--- src/kpec_pkg.sv ---
`timescale 1ns / 1ps
package kpec_pkg;

   localparam int NUM_KEYS = 18;
   localparam int TIME_BITS = 16;
   localparam int MASK_BITS = 18;
   localparam int CFG_TIME_BITS = 16;
   localparam int CMP_BITS = (TIME_BITS > CFG_TIME_BITS) ? TIME_BITS : CFG_TIME_BITS;
   localparam int KEY_CNT_BITS = (NUM_KEYS > 1) ? $clog2(NUM_KEYS) : 1;
   localparam int KEY_IDX_BITS = 5;
   localparam int EVENT_BITS = 3;
   localparam int CSR_INDEX_BITS = 3;
   localparam int CSR_DATA_BITS = 18;
   localparam int TICK_BITS = 32;
   localparam int KEY_BITS = 16;

   localparam logic [EVENT_BITS-1:0] EV_NONE     = 3'd0;
   localparam logic [EVENT_BITS-1:0] EV_DOWN     = 3'd1;
   localparam logic [EVENT_BITS-1:0] EV_UP       = 3'd2;
   localparam logic [EVENT_BITS-1:0] EV_CLICK    = 3'd3;
   localparam logic [EVENT_BITS-1:0] EV_PRESSING = 3'd4;
   localparam logic [EVENT_BITS-1:0] EV_LONG     = 3'd5;

   localparam logic [CSR_INDEX_BITS-1:0] CSR_CLICK_DELAY = 3'd0;
   localparam logic [CSR_INDEX_BITS-1:0] CSR_LONG_PRESS  = 3'd1;
   localparam logic [CSR_INDEX_BITS-1:0] CSR_MASK_NONE   = 3'd2;
   localparam logic [CSR_INDEX_BITS-1:0] CSR_MASK_CTRL   = 3'd3;
   localparam logic [CSR_INDEX_BITS-1:0] CSR_MASK_SHIFT  = 3'd4;

   localparam logic [CFG_TIME_BITS-1:0] CLICK_DELAY_RESET = 16'd50;
   localparam logic [CFG_TIME_BITS-1:0] LONG_PRESS_RESET  = 16'd1000;

   typedef struct packed {
      logic capture;
      logic step;
   } ctl_cmd_type;

   typedef struct packed {
      logic last_key;
   } ctl_sts_type;

endpackage

--- src/kpec_ctrl.sv ---
`timescale 1ns / 1ps
module kpec_ctrl
   import kpec_pkg::*;
(
   input  logic        clock,
   input  logic        reset,
   input  logic        req_valid,
   output logic        req_ready,
   output logic        rsp_valid,
   input  logic        rsp_ready,
   output ctl_cmd_type cmd,
   input  ctl_sts_type sts
);

   localparam logic ST_IDLE = 1'b0;
   localparam logic ST_RUN  = 1'b1;

   logic state_ff, state_in;
   logic rsp_valid_ff, rsp_valid_in;

   always_comb begin
      cmd.capture = (state_ff == ST_IDLE) && req_valid;
      cmd.step    = (state_ff == ST_RUN) && (!rsp_valid_ff || rsp_ready);
      state_in    = state_ff;
      case (state_ff)
         ST_IDLE: begin
            if (req_valid) begin
               state_in = ST_RUN;
            end
         end
         ST_RUN: begin
            if (cmd.step && sts.last_key) begin
               state_in = ST_IDLE;
            end
         end
         default: state_in = ST_IDLE;
      endcase
      if (cmd.step) begin
         rsp_valid_in = 1'b1;
      end else if (rsp_ready) begin
         rsp_valid_in = 1'b0;
      end else begin
         rsp_valid_in = rsp_valid_ff;
      end
   end

   always_ff @(posedge clock) begin
      if (reset) begin
         state_ff     <= ST_IDLE;
         rsp_valid_ff <= 1'b0;
      end else begin
         state_ff     <= state_in;
         rsp_valid_ff <= rsp_valid_in;
      end
   end

   assign req_ready = (state_ff == ST_IDLE);
   assign rsp_valid = rsp_valid_ff;

`ifndef ASSERT_OFF
   a_accept_runs: assert property (@(posedge clock) disable iff (reset)
      (req_valid && req_ready) |=> (state_ff == ST_RUN))
      else $error("accepted item did not start a run");
   a_step_in_run: assert property (@(posedge clock) disable iff (reset)
      cmd.step |-> (state_ff == ST_RUN))
      else $error("key step outside a run");
   a_last_ends: assert property (@(posedge clock) disable iff (reset)
      (cmd.step && sts.last_key) |=> (state_ff == ST_IDLE) && rsp_valid)
      else $error("run did not end after last key");
`endif

endmodule

--- src/kpec_datapath.sv ---
`timescale 1ns / 1ps
module kpec_datapath
   import kpec_pkg::*;
(
   input  logic                      clock,
   input  logic                      reset,
   input  ctl_cmd_type               cmd,
   output ctl_sts_type               sts,
   input  logic [KEY_BITS-1:0]       req_key_bits,
   input  logic                      req_mouse_left,
   input  logic                      req_mouse_right,
   input  logic                      req_ctrl_held,
   input  logic                      req_shift_held,
   input  logic [TICK_BITS-1:0]      req_tick_now,
   input  logic                      csr_write,
   input  logic [CSR_INDEX_BITS-1:0] csr_index,
   input  logic [CSR_DATA_BITS-1:0]  csr_data,
   output logic [KEY_IDX_BITS-1:0]   rsp_key_index,
   output logic [EVENT_BITS-1:0]     rsp_event_code,
   output logic                      rsp_is_active,
   output logic                      rsp_notify,
   output logic                      rsp_last_of_run
);

   logic [CFG_TIME_BITS-1:0] click_delay_ff;
   logic [CFG_TIME_BITS-1:0] long_press_ff;
   logic [MASK_BITS-1:0]     mask_none_ff;
   logic [MASK_BITS-1:0]     mask_ctrl_ff;
   logic [MASK_BITS-1:0]     mask_shift_ff;

   logic [NUM_KEYS-1:0]      level_ff;
   logic [NUM_KEYS-1:0]      level_in;
   logic                     ctrl_ff;
   logic                     shift_ff;
   logic [TIME_BITS-1:0]     now_ff;
   logic [TIME_BITS-1:0]     prev_tick_ff;
   logic [KEY_CNT_BITS-1:0]  key_cnt_ff;

   logic [NUM_KEYS-1:0]      prev_level_ff;
   logic [TIME_BITS-1:0]     press_start_ff [NUM_KEYS];
   logic [EVENT_BITS-1:0]    held_event_ff [NUM_KEYS];

   logic [NUM_KEYS-1:0]      active_vec;
   logic [NUM_KEYS-1:0]      notify_vec;
   logic [MASK_BITS-1:0]     cur_mask;

   logic [KEY_IDX_BITS-1:0]  key_index_ff;
   logic [EVENT_BITS-1:0]    event_code_ff;
   logic                     is_active_ff;
   logic                     notify_ff;
   logic                     last_of_run_ff;

   logic                     lvl;
   logic                     was;
   logic                     active;
   logic [TIME_BITS-1:0]     start;
   logic [CMP_BITS-1:0]      press;
   logic [CMP_BITS-1:0]      last;
   logic [CMP_BITS-1:0]      click_cmp;
   logic [CMP_BITS-1:0]      long_cmp;
   logic [EVENT_BITS-1:0]    event_in;

   assign cur_mask = ctrl_ff ? mask_ctrl_ff : (shift_ff ? mask_shift_ff : mask_none_ff);

   for (genvar k = 0; k < NUM_KEYS; k++) begin : g_key
      if (k < KEY_BITS) begin : g_kb
         assign level_in[k] = req_key_bits[k];
      end else if (k == KEY_BITS) begin : g_ml
         assign level_in[k] = req_mouse_left;
      end else if (k == KEY_BITS + 1) begin : g_mr
         assign level_in[k] = req_mouse_right;
      end else begin : g_none
         assign level_in[k] = 1'b0;
      end
      if (k < MASK_BITS) begin : g_mask
         assign active_vec[k] = mask_none_ff[k] | mask_ctrl_ff[k] | mask_shift_ff[k];
         assign notify_vec[k] = cur_mask[k];
      end else begin : g_nomask
         assign active_vec[k] = 1'b0;
         assign notify_vec[k] = 1'b0;
      end
   end

   always_comb begin
      lvl       = level_ff[key_cnt_ff];
      was       = prev_level_ff[key_cnt_ff];
      active    = active_vec[key_cnt_ff];
      start     = press_start_ff[key_cnt_ff];
      press     = CMP_BITS'(TIME_BITS'(now_ff - start));
      last      = CMP_BITS'(TIME_BITS'(prev_tick_ff - start));
      click_cmp = CMP_BITS'(click_delay_ff);
      long_cmp  = CMP_BITS'(long_press_ff);
      event_in  = held_event_ff[key_cnt_ff];
      case ({was, lvl})
         2'b01: event_in = EV_DOWN;
         2'b10: begin
            event_in = (press > click_cmp && press < long_cmp) ? EV_CLICK : EV_UP;
         end
         2'b11: begin
            if (press > click_cmp) begin
               event_in = EV_PRESSING;
            end
            if (last <= long_cmp && press > long_cmp) begin
               event_in = EV_LONG;
            end
         end
         default: event_in = EV_NONE;
      endcase
   end

   assign sts.last_key = (key_cnt_ff == KEY_CNT_BITS'(NUM_KEYS - 1));

   always_ff @(posedge clock) begin
      if (reset) begin
         click_delay_ff <= CLICK_DELAY_RESET;
         long_press_ff  <= LONG_PRESS_RESET;
         mask_none_ff   <= '0;
         mask_ctrl_ff   <= '0;
         mask_shift_ff  <= '0;
      end else if (csr_write) begin
         case (csr_index)
            CSR_CLICK_DELAY: click_delay_ff <= csr_data[CFG_TIME_BITS-1:0];
            CSR_LONG_PRESS:  long_press_ff  <= csr_data[CFG_TIME_BITS-1:0];
            CSR_MASK_NONE:   mask_none_ff   <= csr_data[MASK_BITS-1:0];
            CSR_MASK_CTRL:   mask_ctrl_ff   <= csr_data[MASK_BITS-1:0];
            CSR_MASK_SHIFT:  mask_shift_ff  <= csr_data[MASK_BITS-1:0];
            default: ;
         endcase
      end
   end

   always_ff @(posedge clock) begin
      if (reset) begin
         now_ff        <= '0;
         prev_tick_ff  <= '0;
         key_cnt_ff    <= '0;
         prev_level_ff <= '0;
         for (int i = 0; i < NUM_KEYS; i++) begin
            press_start_ff[i] <= '0;
            held_event_ff[i]  <= EV_NONE;
         end
      end else if (cmd.capture) begin
         level_ff     <= level_in;
         ctrl_ff      <= req_ctrl_held;
         shift_ff     <= req_shift_held;
         prev_tick_ff <= now_ff;
         now_ff       <= req_tick_now[TIME_BITS-1:0];
         key_cnt_ff   <= '0;
      end else if (cmd.step) begin
         key_cnt_ff <= key_cnt_ff + KEY_CNT_BITS'(1);
         if (active) begin
            prev_level_ff[key_cnt_ff] <= lvl;
            held_event_ff[key_cnt_ff] <= event_in;
            if (!was && lvl) begin
               press_start_ff[key_cnt_ff] <= now_ff;
            end
         end
      end
   end

   always_ff @(posedge clock) begin
      if (cmd.step) begin
         key_index_ff   <= KEY_IDX_BITS'(key_cnt_ff);
         event_code_ff  <= active ? event_in : EV_NONE;
         is_active_ff   <= active;
         notify_ff      <= active & notify_vec[key_cnt_ff];
         last_of_run_ff <= sts.last_key;
      end
   end

   assign rsp_key_index   = key_index_ff;
   assign rsp_event_code  = event_code_ff;
   assign rsp_is_active   = is_active_ff;
   assign rsp_notify      = notify_ff;
   assign rsp_last_of_run = last_of_run_ff;

`ifndef ASSERT_OFF
   a_cnt_range: assert property (@(posedge clock) disable iff (reset)
      cmd.step |-> (key_cnt_ff <= KEY_CNT_BITS'(NUM_KEYS - 1)))
      else $error("key counter out of range");
   a_notify_active: assert property (@(posedge clock) disable iff (reset)
      $past(cmd.step) |-> (!rsp_notify || rsp_is_active))
      else $error("notify on inactive key");
   a_cmd_excl: assert property (@(posedge clock) disable iff (reset)
      !(cmd.capture && cmd.step))
      else $error("capture and step together");
`endif

endmodule

--- src/key_press_event_classifier.sv ---
`timescale 1ns / 1ps
// The item is captured on transfer and the first result is registered on
// the first key step. One result per cycle follows while the output is
// not stalled, one per key, NUM_KEYS results in key order. A new item is
// taken only when idle; one shared key-evaluation step serves all keys.
// Reset: synchronous, active high; restores threshold and mask defaults and
// clears per-key history (prior level, start, event) and the previous tick.
module key_press_event_classifier
   import kpec_pkg::*;
(
   input  logic                      clock,
   input  logic                      reset,
   input  logic                      req_valid,
   output logic                      req_ready,
   input  logic [KEY_BITS-1:0]       req_key_bits,
   input  logic                      req_mouse_left,
   input  logic                      req_mouse_right,
   input  logic                      req_ctrl_held,
   input  logic                      req_shift_held,
   input  logic [TICK_BITS-1:0]      req_tick_now,
   output logic                      rsp_valid,
   input  logic                      rsp_ready,
   output logic [KEY_IDX_BITS-1:0]   rsp_key_index,
   output logic [EVENT_BITS-1:0]     rsp_event_code,
   output logic                      rsp_is_active,
   output logic                      rsp_notify,
   output logic                      rsp_last_of_run,
   input  logic                      csr_valid,
   output logic                      csr_ready,
   input  logic [CSR_INDEX_BITS-1:0] csr_index,
   input  logic [CSR_DATA_BITS-1:0]  csr_data
);

   ctl_cmd_type cmd;
   ctl_sts_type sts;

   assign csr_ready = 1'b1;

   kpec_ctrl u_ctrl (
      .clock     (clock),
      .reset     (reset),
      .req_valid (req_valid),
      .req_ready (req_ready),
      .rsp_valid (rsp_valid),
      .rsp_ready (rsp_ready),
      .cmd       (cmd),
      .sts       (sts)
   );

   kpec_datapath u_datapath (
      .clock           (clock),
      .reset           (reset),
      .cmd             (cmd),
      .sts             (sts),
      .req_key_bits    (req_key_bits),
      .req_mouse_left  (req_mouse_left),
      .req_mouse_right (req_mouse_right),
      .req_ctrl_held   (req_ctrl_held),
      .req_shift_held  (req_shift_held),
      .req_tick_now    (req_tick_now),
      .csr_write       (csr_valid & csr_ready),
      .csr_index       (csr_index),
      .csr_data        (csr_data),
      .rsp_key_index   (rsp_key_index),
      .rsp_event_code  (rsp_event_code),
      .rsp_is_active   (rsp_is_active),
      .rsp_notify      (rsp_notify),
      .rsp_last_of_run (rsp_last_of_run)
   );

endmodule
--- config.mk ---
export PLATFORM = sky130hd
export DESIGN_NAME = key_press_event_classifier
export DESIGN_NICKNAME = d
export VERILOG_FILES = /design/src/kpec_pkg.sv /design/src/kpec_ctrl.sv /design/src/kpec_datapath.sv /design/src/key_press_event_classifier.sv
export SDC_FILE = /design/constraint.sdc
export NUM_CORES = 1
export LEC_CHECK = 0
export ABC_CLOCK_PERIOD_IN_PS = 8600
export BUFFER_PORTS_ARGS = -buffer_cell sky130_fd_sc_hd__buf_2
export CORE_AREA = 2 2 187 327
export DETAILED_ROUTE_END_ITERATION = 7
export DIE_AREA = 0 0 189 329
export PLACE_DENSITY = 0.73
export SLEW_MARGIN = 15
export SYNTH_ARGS = -nofsm -noshare
export SYNTH_HDL_FRONTEND = slang
export SYNTH_SLANG_ARGS = --single-unit
--- constraint.sdc ---
create_clock -name clock -period 8.6 [get_ports clock]
set_input_delay 0.86 -clock clock [delete_from_list [all_inputs] [get_ports clock]]
set_output_delay 0.86 -clock clock [all_outputs]
set_load 0.02 [all_outputs]
==> metrics.md <==
| Metric | Value |
|---|---|
| Wire length per cell | `roughly 24 µm` |
| Number of remaining DRC errors | `3` |
| Number of port buffers | `74` |
| CTS buffer count | `70` |
| Die footprint | `about 62000 µm²` |
| Final Cycle Share | `92.8%` |
| Slew @ Worst Pin | `1.20 ns` |
| Failing checks | `DRC` |
| Synth area leaders | `edfxtp_1 (54%), mux4_2 (13%), dfxtp_1 (8.4%)` |
| Number of global-route vias before repair | `22925` |
| Seq/Total Area, Yosys | `about 63%` |
| Leak Pwr | `14.9 nW` |
| Internal cell power | `roughly 0.0063 W` |
| Leading area contributor after synthesis | `edfxtp_1` |
| Pwr Total | `slightly above 0.008 W` |
| Hold_ws | `0.423 ns` |
| Switching share of power | `23.7%` |
| H-tree levels | `3` |
| Number of setup buffers added after CTS | `0` |
| Layout area overhead | `12.4%` |
| Synthesized area | `35400 µm²` |
| Routability Congestion | `0.874` |
| Final Hold Viols | `0` |
| Post-Route Skew | `0.0322 ns` |
| Critical path capture point type | `register` |
| Detail Placement HPWL | `around 57000 µm` |
| Final ANT Viol Nets | `0` |
| Routed via count | `between 20000 and 25000` |
| Critical Path RT | `between 9 and 10 ns` |
| Startpoint Class | `register` |
| Mapped Avg Cell Area | `14.4 µm²` |
| Initial antenna violation count | `0` |
| Number of cells on the worst reg-to-reg path | `23` |
| TNS Setup | `0 ns` |
| Clock power frac | `37.9%` |
| DP Area | `37600 µm²` |
| Worst Hold Depth | `1` |
| Largest net degree at the start of global routing | `91` |
| Clk slew on worst S/H paths | `0.06 ns` |
| Clock Sinks | `787` |
| Initial DRT Pass Iterations | `8` |
| Post-synthesis async set-or-reset flop share | `0%` |
| CTS root buffer | `clkbuf_16` |
| Data arrival time of the worst path | `~8.4 ns` |
| Share of the synthesized area in the top cell type | `54.2%` |
| Net switching power | `0.00196 W` |
| Reg power frac | `about half` |
| Number of synthesized flops with an enable pin | `about 640` |
| Via density | `6.13` |
| Iter 0 DRT Violations | `1906` |
| GR Util All Layers | `28.4%` |
| Max_cap viols | `0` |
| Global-route wire length before repair | `131000 µm` |
| Combinational group share of total power | `about a tenth` |
| Core area | `approximately 60000 µm²` |
| Netlist cell types | `70` |
| DIE WIDTH | `about 190 µm` |
| Min-Delay Path Class | `in -> reg` |
| Status | `complete, but fails checks` |
| RSZ-0062 raised after global routing | `no` |
| Post-CTS Resized | `0` |
| Yosys warning count | `0` |
| # setup viols final | `0` |
| Top FF cell, synth | `edfxtp_1` |
| Count of pins over their slew limit | `0` |
| Max FO, Critical Path | `53` |
| Grt total ovfl | `0` |
| Post-route cell area | `39800 µm²` |
| CTS tree | `built` |
| Flops & latches, synth | `787` |
| Cells after synthesis | `2467` |
| Skew-Pair Late Insertion Delay | `0.61 ns` |
| Worst IR Drop VDD | `0.173 mV` |
| # nets final | `2928` |
| Post-layout min period | `7.98 ns` |
| I/O Pins | `92` |
| Starting Density | `59.3%` |
| Fin util | `66.7%` |
| Share of cells above drive strength 1 | `17.2%` |
| Post-CTS Hold Fix Bufs | `0` |
| Fmax | `125 MHz` |
| Routed wire length | `86600 µm` |
| Row count | `119` |
| PwrDens | `roughly 210 nW/µm²` |
| CTS Buffer Depth | `3` |
| Die height | `329 µm` |
| Setup CP Type | `reg -> reg` |
| Relative slew slack | `19.8%` |
-- synth_stat cells (all sizes together), types with 17 or more instances --
master / instances
edfxtp: 639
nand2: 246
mux4: 201
and2: 167
dfxtp: 148
a21oi: 133
and3: 124
nor2: 115
clkbuf: 103
ha: 83
buf: 67
inv: 53
mux2i: 47
nand3: 38
a22o: 31
o21ai: 31
nor3: 28
nor4: 23
xnor2: 20
o211ai: 17
-- through the flow --
| step | std cells | setup WS, ns |
|---|---|---|
| floorplan | 2732 | 1.59 |
| global placement | 3479 | 0.985 |
| detailed placement | 3479 | 0.861 |
| CTS | 3606 | 0.755 |
| global route | 3606 | 0.271 |
| finish | 3608 | 0.617 |
-- cells by family after synthesis --
logic type               Yosys count  synth area share, %
AND/OR/NAND/NOR                  814                 11.9
AO/OA/AOI/OAI                    273                 4.86
XOR/XNOR                          30                0.741
multiplexers                     252                 14.2
other                              2               0.0212
buffers and inverters            224                 2.67
adder cells (fa/ha/maj)           85                 3.04
flip-flops                       787                 62.5
-- cell type report --
cell class,count,area (µm²)
timing repair buffer,131,863
inverter,54,203
multi-input combinational,1721,13400
fill,4159,19900
clock buffer,82,1860
tap,786,983
sequential,787,22200
antenna,2,5.00
clock inverter,45,398
-- registers in the layout (all words and copies together) (netlist names), 3 cells and up, named ones only --
| signal | count |
|---|---|
| u_datapath.press_start_ff | 512 |
| u_datapath.held_event_ff | 96 |
| u_datapath.level_ff | 18 |
| u_datapath.mask_ctrl_ff | 18 |
| u_datapath.mask_none_ff | 18 |
| u_datapath.mask_shift_ff | 18 |
| u_datapath.prev_level_ff | 18 |
| u_datapath.click_cmp | 16 |
| u_datapath.long_cmp | 16 |
| u_datapath.now_ff | 16 |
| u_datapath.prev_tick_ff | 16 |
| u_datapath.key_cnt_ff | 5 |
| u_datapath.rsp_key_index | 5 |
| u_datapath.rsp_event_code | 3 |
-- per-layer routing --
| metal | global-route usage (%) | vias to the layer above | wire length [µm] |
|---|---|---|---|
| met4 | 18.8 | 0 | 6150 |
| met3 | 4.02 | 319 | 5210 |
| met1 | 31.0 | 11142 | 29400 |
| met2 | 51.1 | 973 | 45800 |
| li1 | - | 9688 | - |
| met5 | 0 | - | 0 |
-- power by group through the flow --
stage          clock network, W  logic, W  registers [W]
6_report                0.00313  0.000847        0.00428
2_1_floorplan                 0  0.000577        0.00435
5_1_grt                 0.00330  0.000914        0.00429
3_5_place_dp                  0  0.000834        0.00437
4_1_cts                 0.00316  0.000838        0.00428
3_3_place_gp                  0  0.000813        0.00435
-- final timing paths --
check,startpoint,end,slack (ns)
setup / recovery,register,u_datapath.held_event_ff[21][1],0.62
hold / removal,req_key_bits[10],u_datapath.level_ff[10],0.42
setup reg to reg,register,u_datapath.held_event_ff[21][1],0.62
hold reg to reg,u_datapath.click_cmp[9],u_datapath.click_cmp[9],0.46
-- worst max-delay path, stage by stage, from the launching register on --
cell and delay [ns]:
dfxtp_4 0.56, buf_12 0.39, mux4_2 0.57, mux4_2 0.53, mux2i_1 0.57, ha_1 0.34
o211ai_1 0.11, a21oi_1 0.24, o211ai_1 0.18, a21oi_1 0.35, nand4_1 0.16, and4b_1 0.23
a21oi_1 0.18, xnor2_1 0.17, ha_1 0.28, and3_1 0.21, nand4_1 0.16, nor3_1 0.07
or4b_2 0.76, o211a_1 0.32, o31ai_1 0.56, nand2_1 0.34, nor2_1 0.23, buf_4 0.22
-- cell usage in the layout (no fill, tap or decap), types with 5 or more instances in the layout --
| master | instances |
|---|---|
| bufinv_16 | 6 |
| or3_1 | 6 |
| buf_12 | 5 |
| or4_1 | 5 |
| mux4_2 | 201 |
| dfxtp_1 | 143 |
| nor4_1 | 23 |
| mux2i_1 | 47 |
| and3_1 | 124 |
| buf_4 | 53 |
| nand3_1 | 38 |
| a21o_1 | 11 |
| a211oi_1 | 7 |
| conb_1 | 267 |
| clkinv_1 | 15 |
| a22o_1 | 31 |
| nor2_1 | 108 |
| o21ai_0 | 31 |
| o21a_1 | 5 |
| clkbuf_1 | 9 |
| ha_1 | 83 |
| edfxtp_1 | 639 |
| buf_2 | 73 |
| xnor2_1 | 20 |
| nand2b_1 | 12 |
| inv_1 | 53 |
| xor2_1 | 10 |
| a21oi_1 | 131 |
| nand2_1 | 244 |
| nor2b_1 | 10 |
| clkinv_2 | 17 |
| nand4_1 | 14 |
| o211ai_1 | 16 |
| nor3_1 | 21 |
| and2_1 | 166 |
| nor2_2 | 5 |
| nor3_4 | 5 |
| or2_2 | 12 |
| clkbuf_16 | 73 |
(Power assumes the default switching activity.)
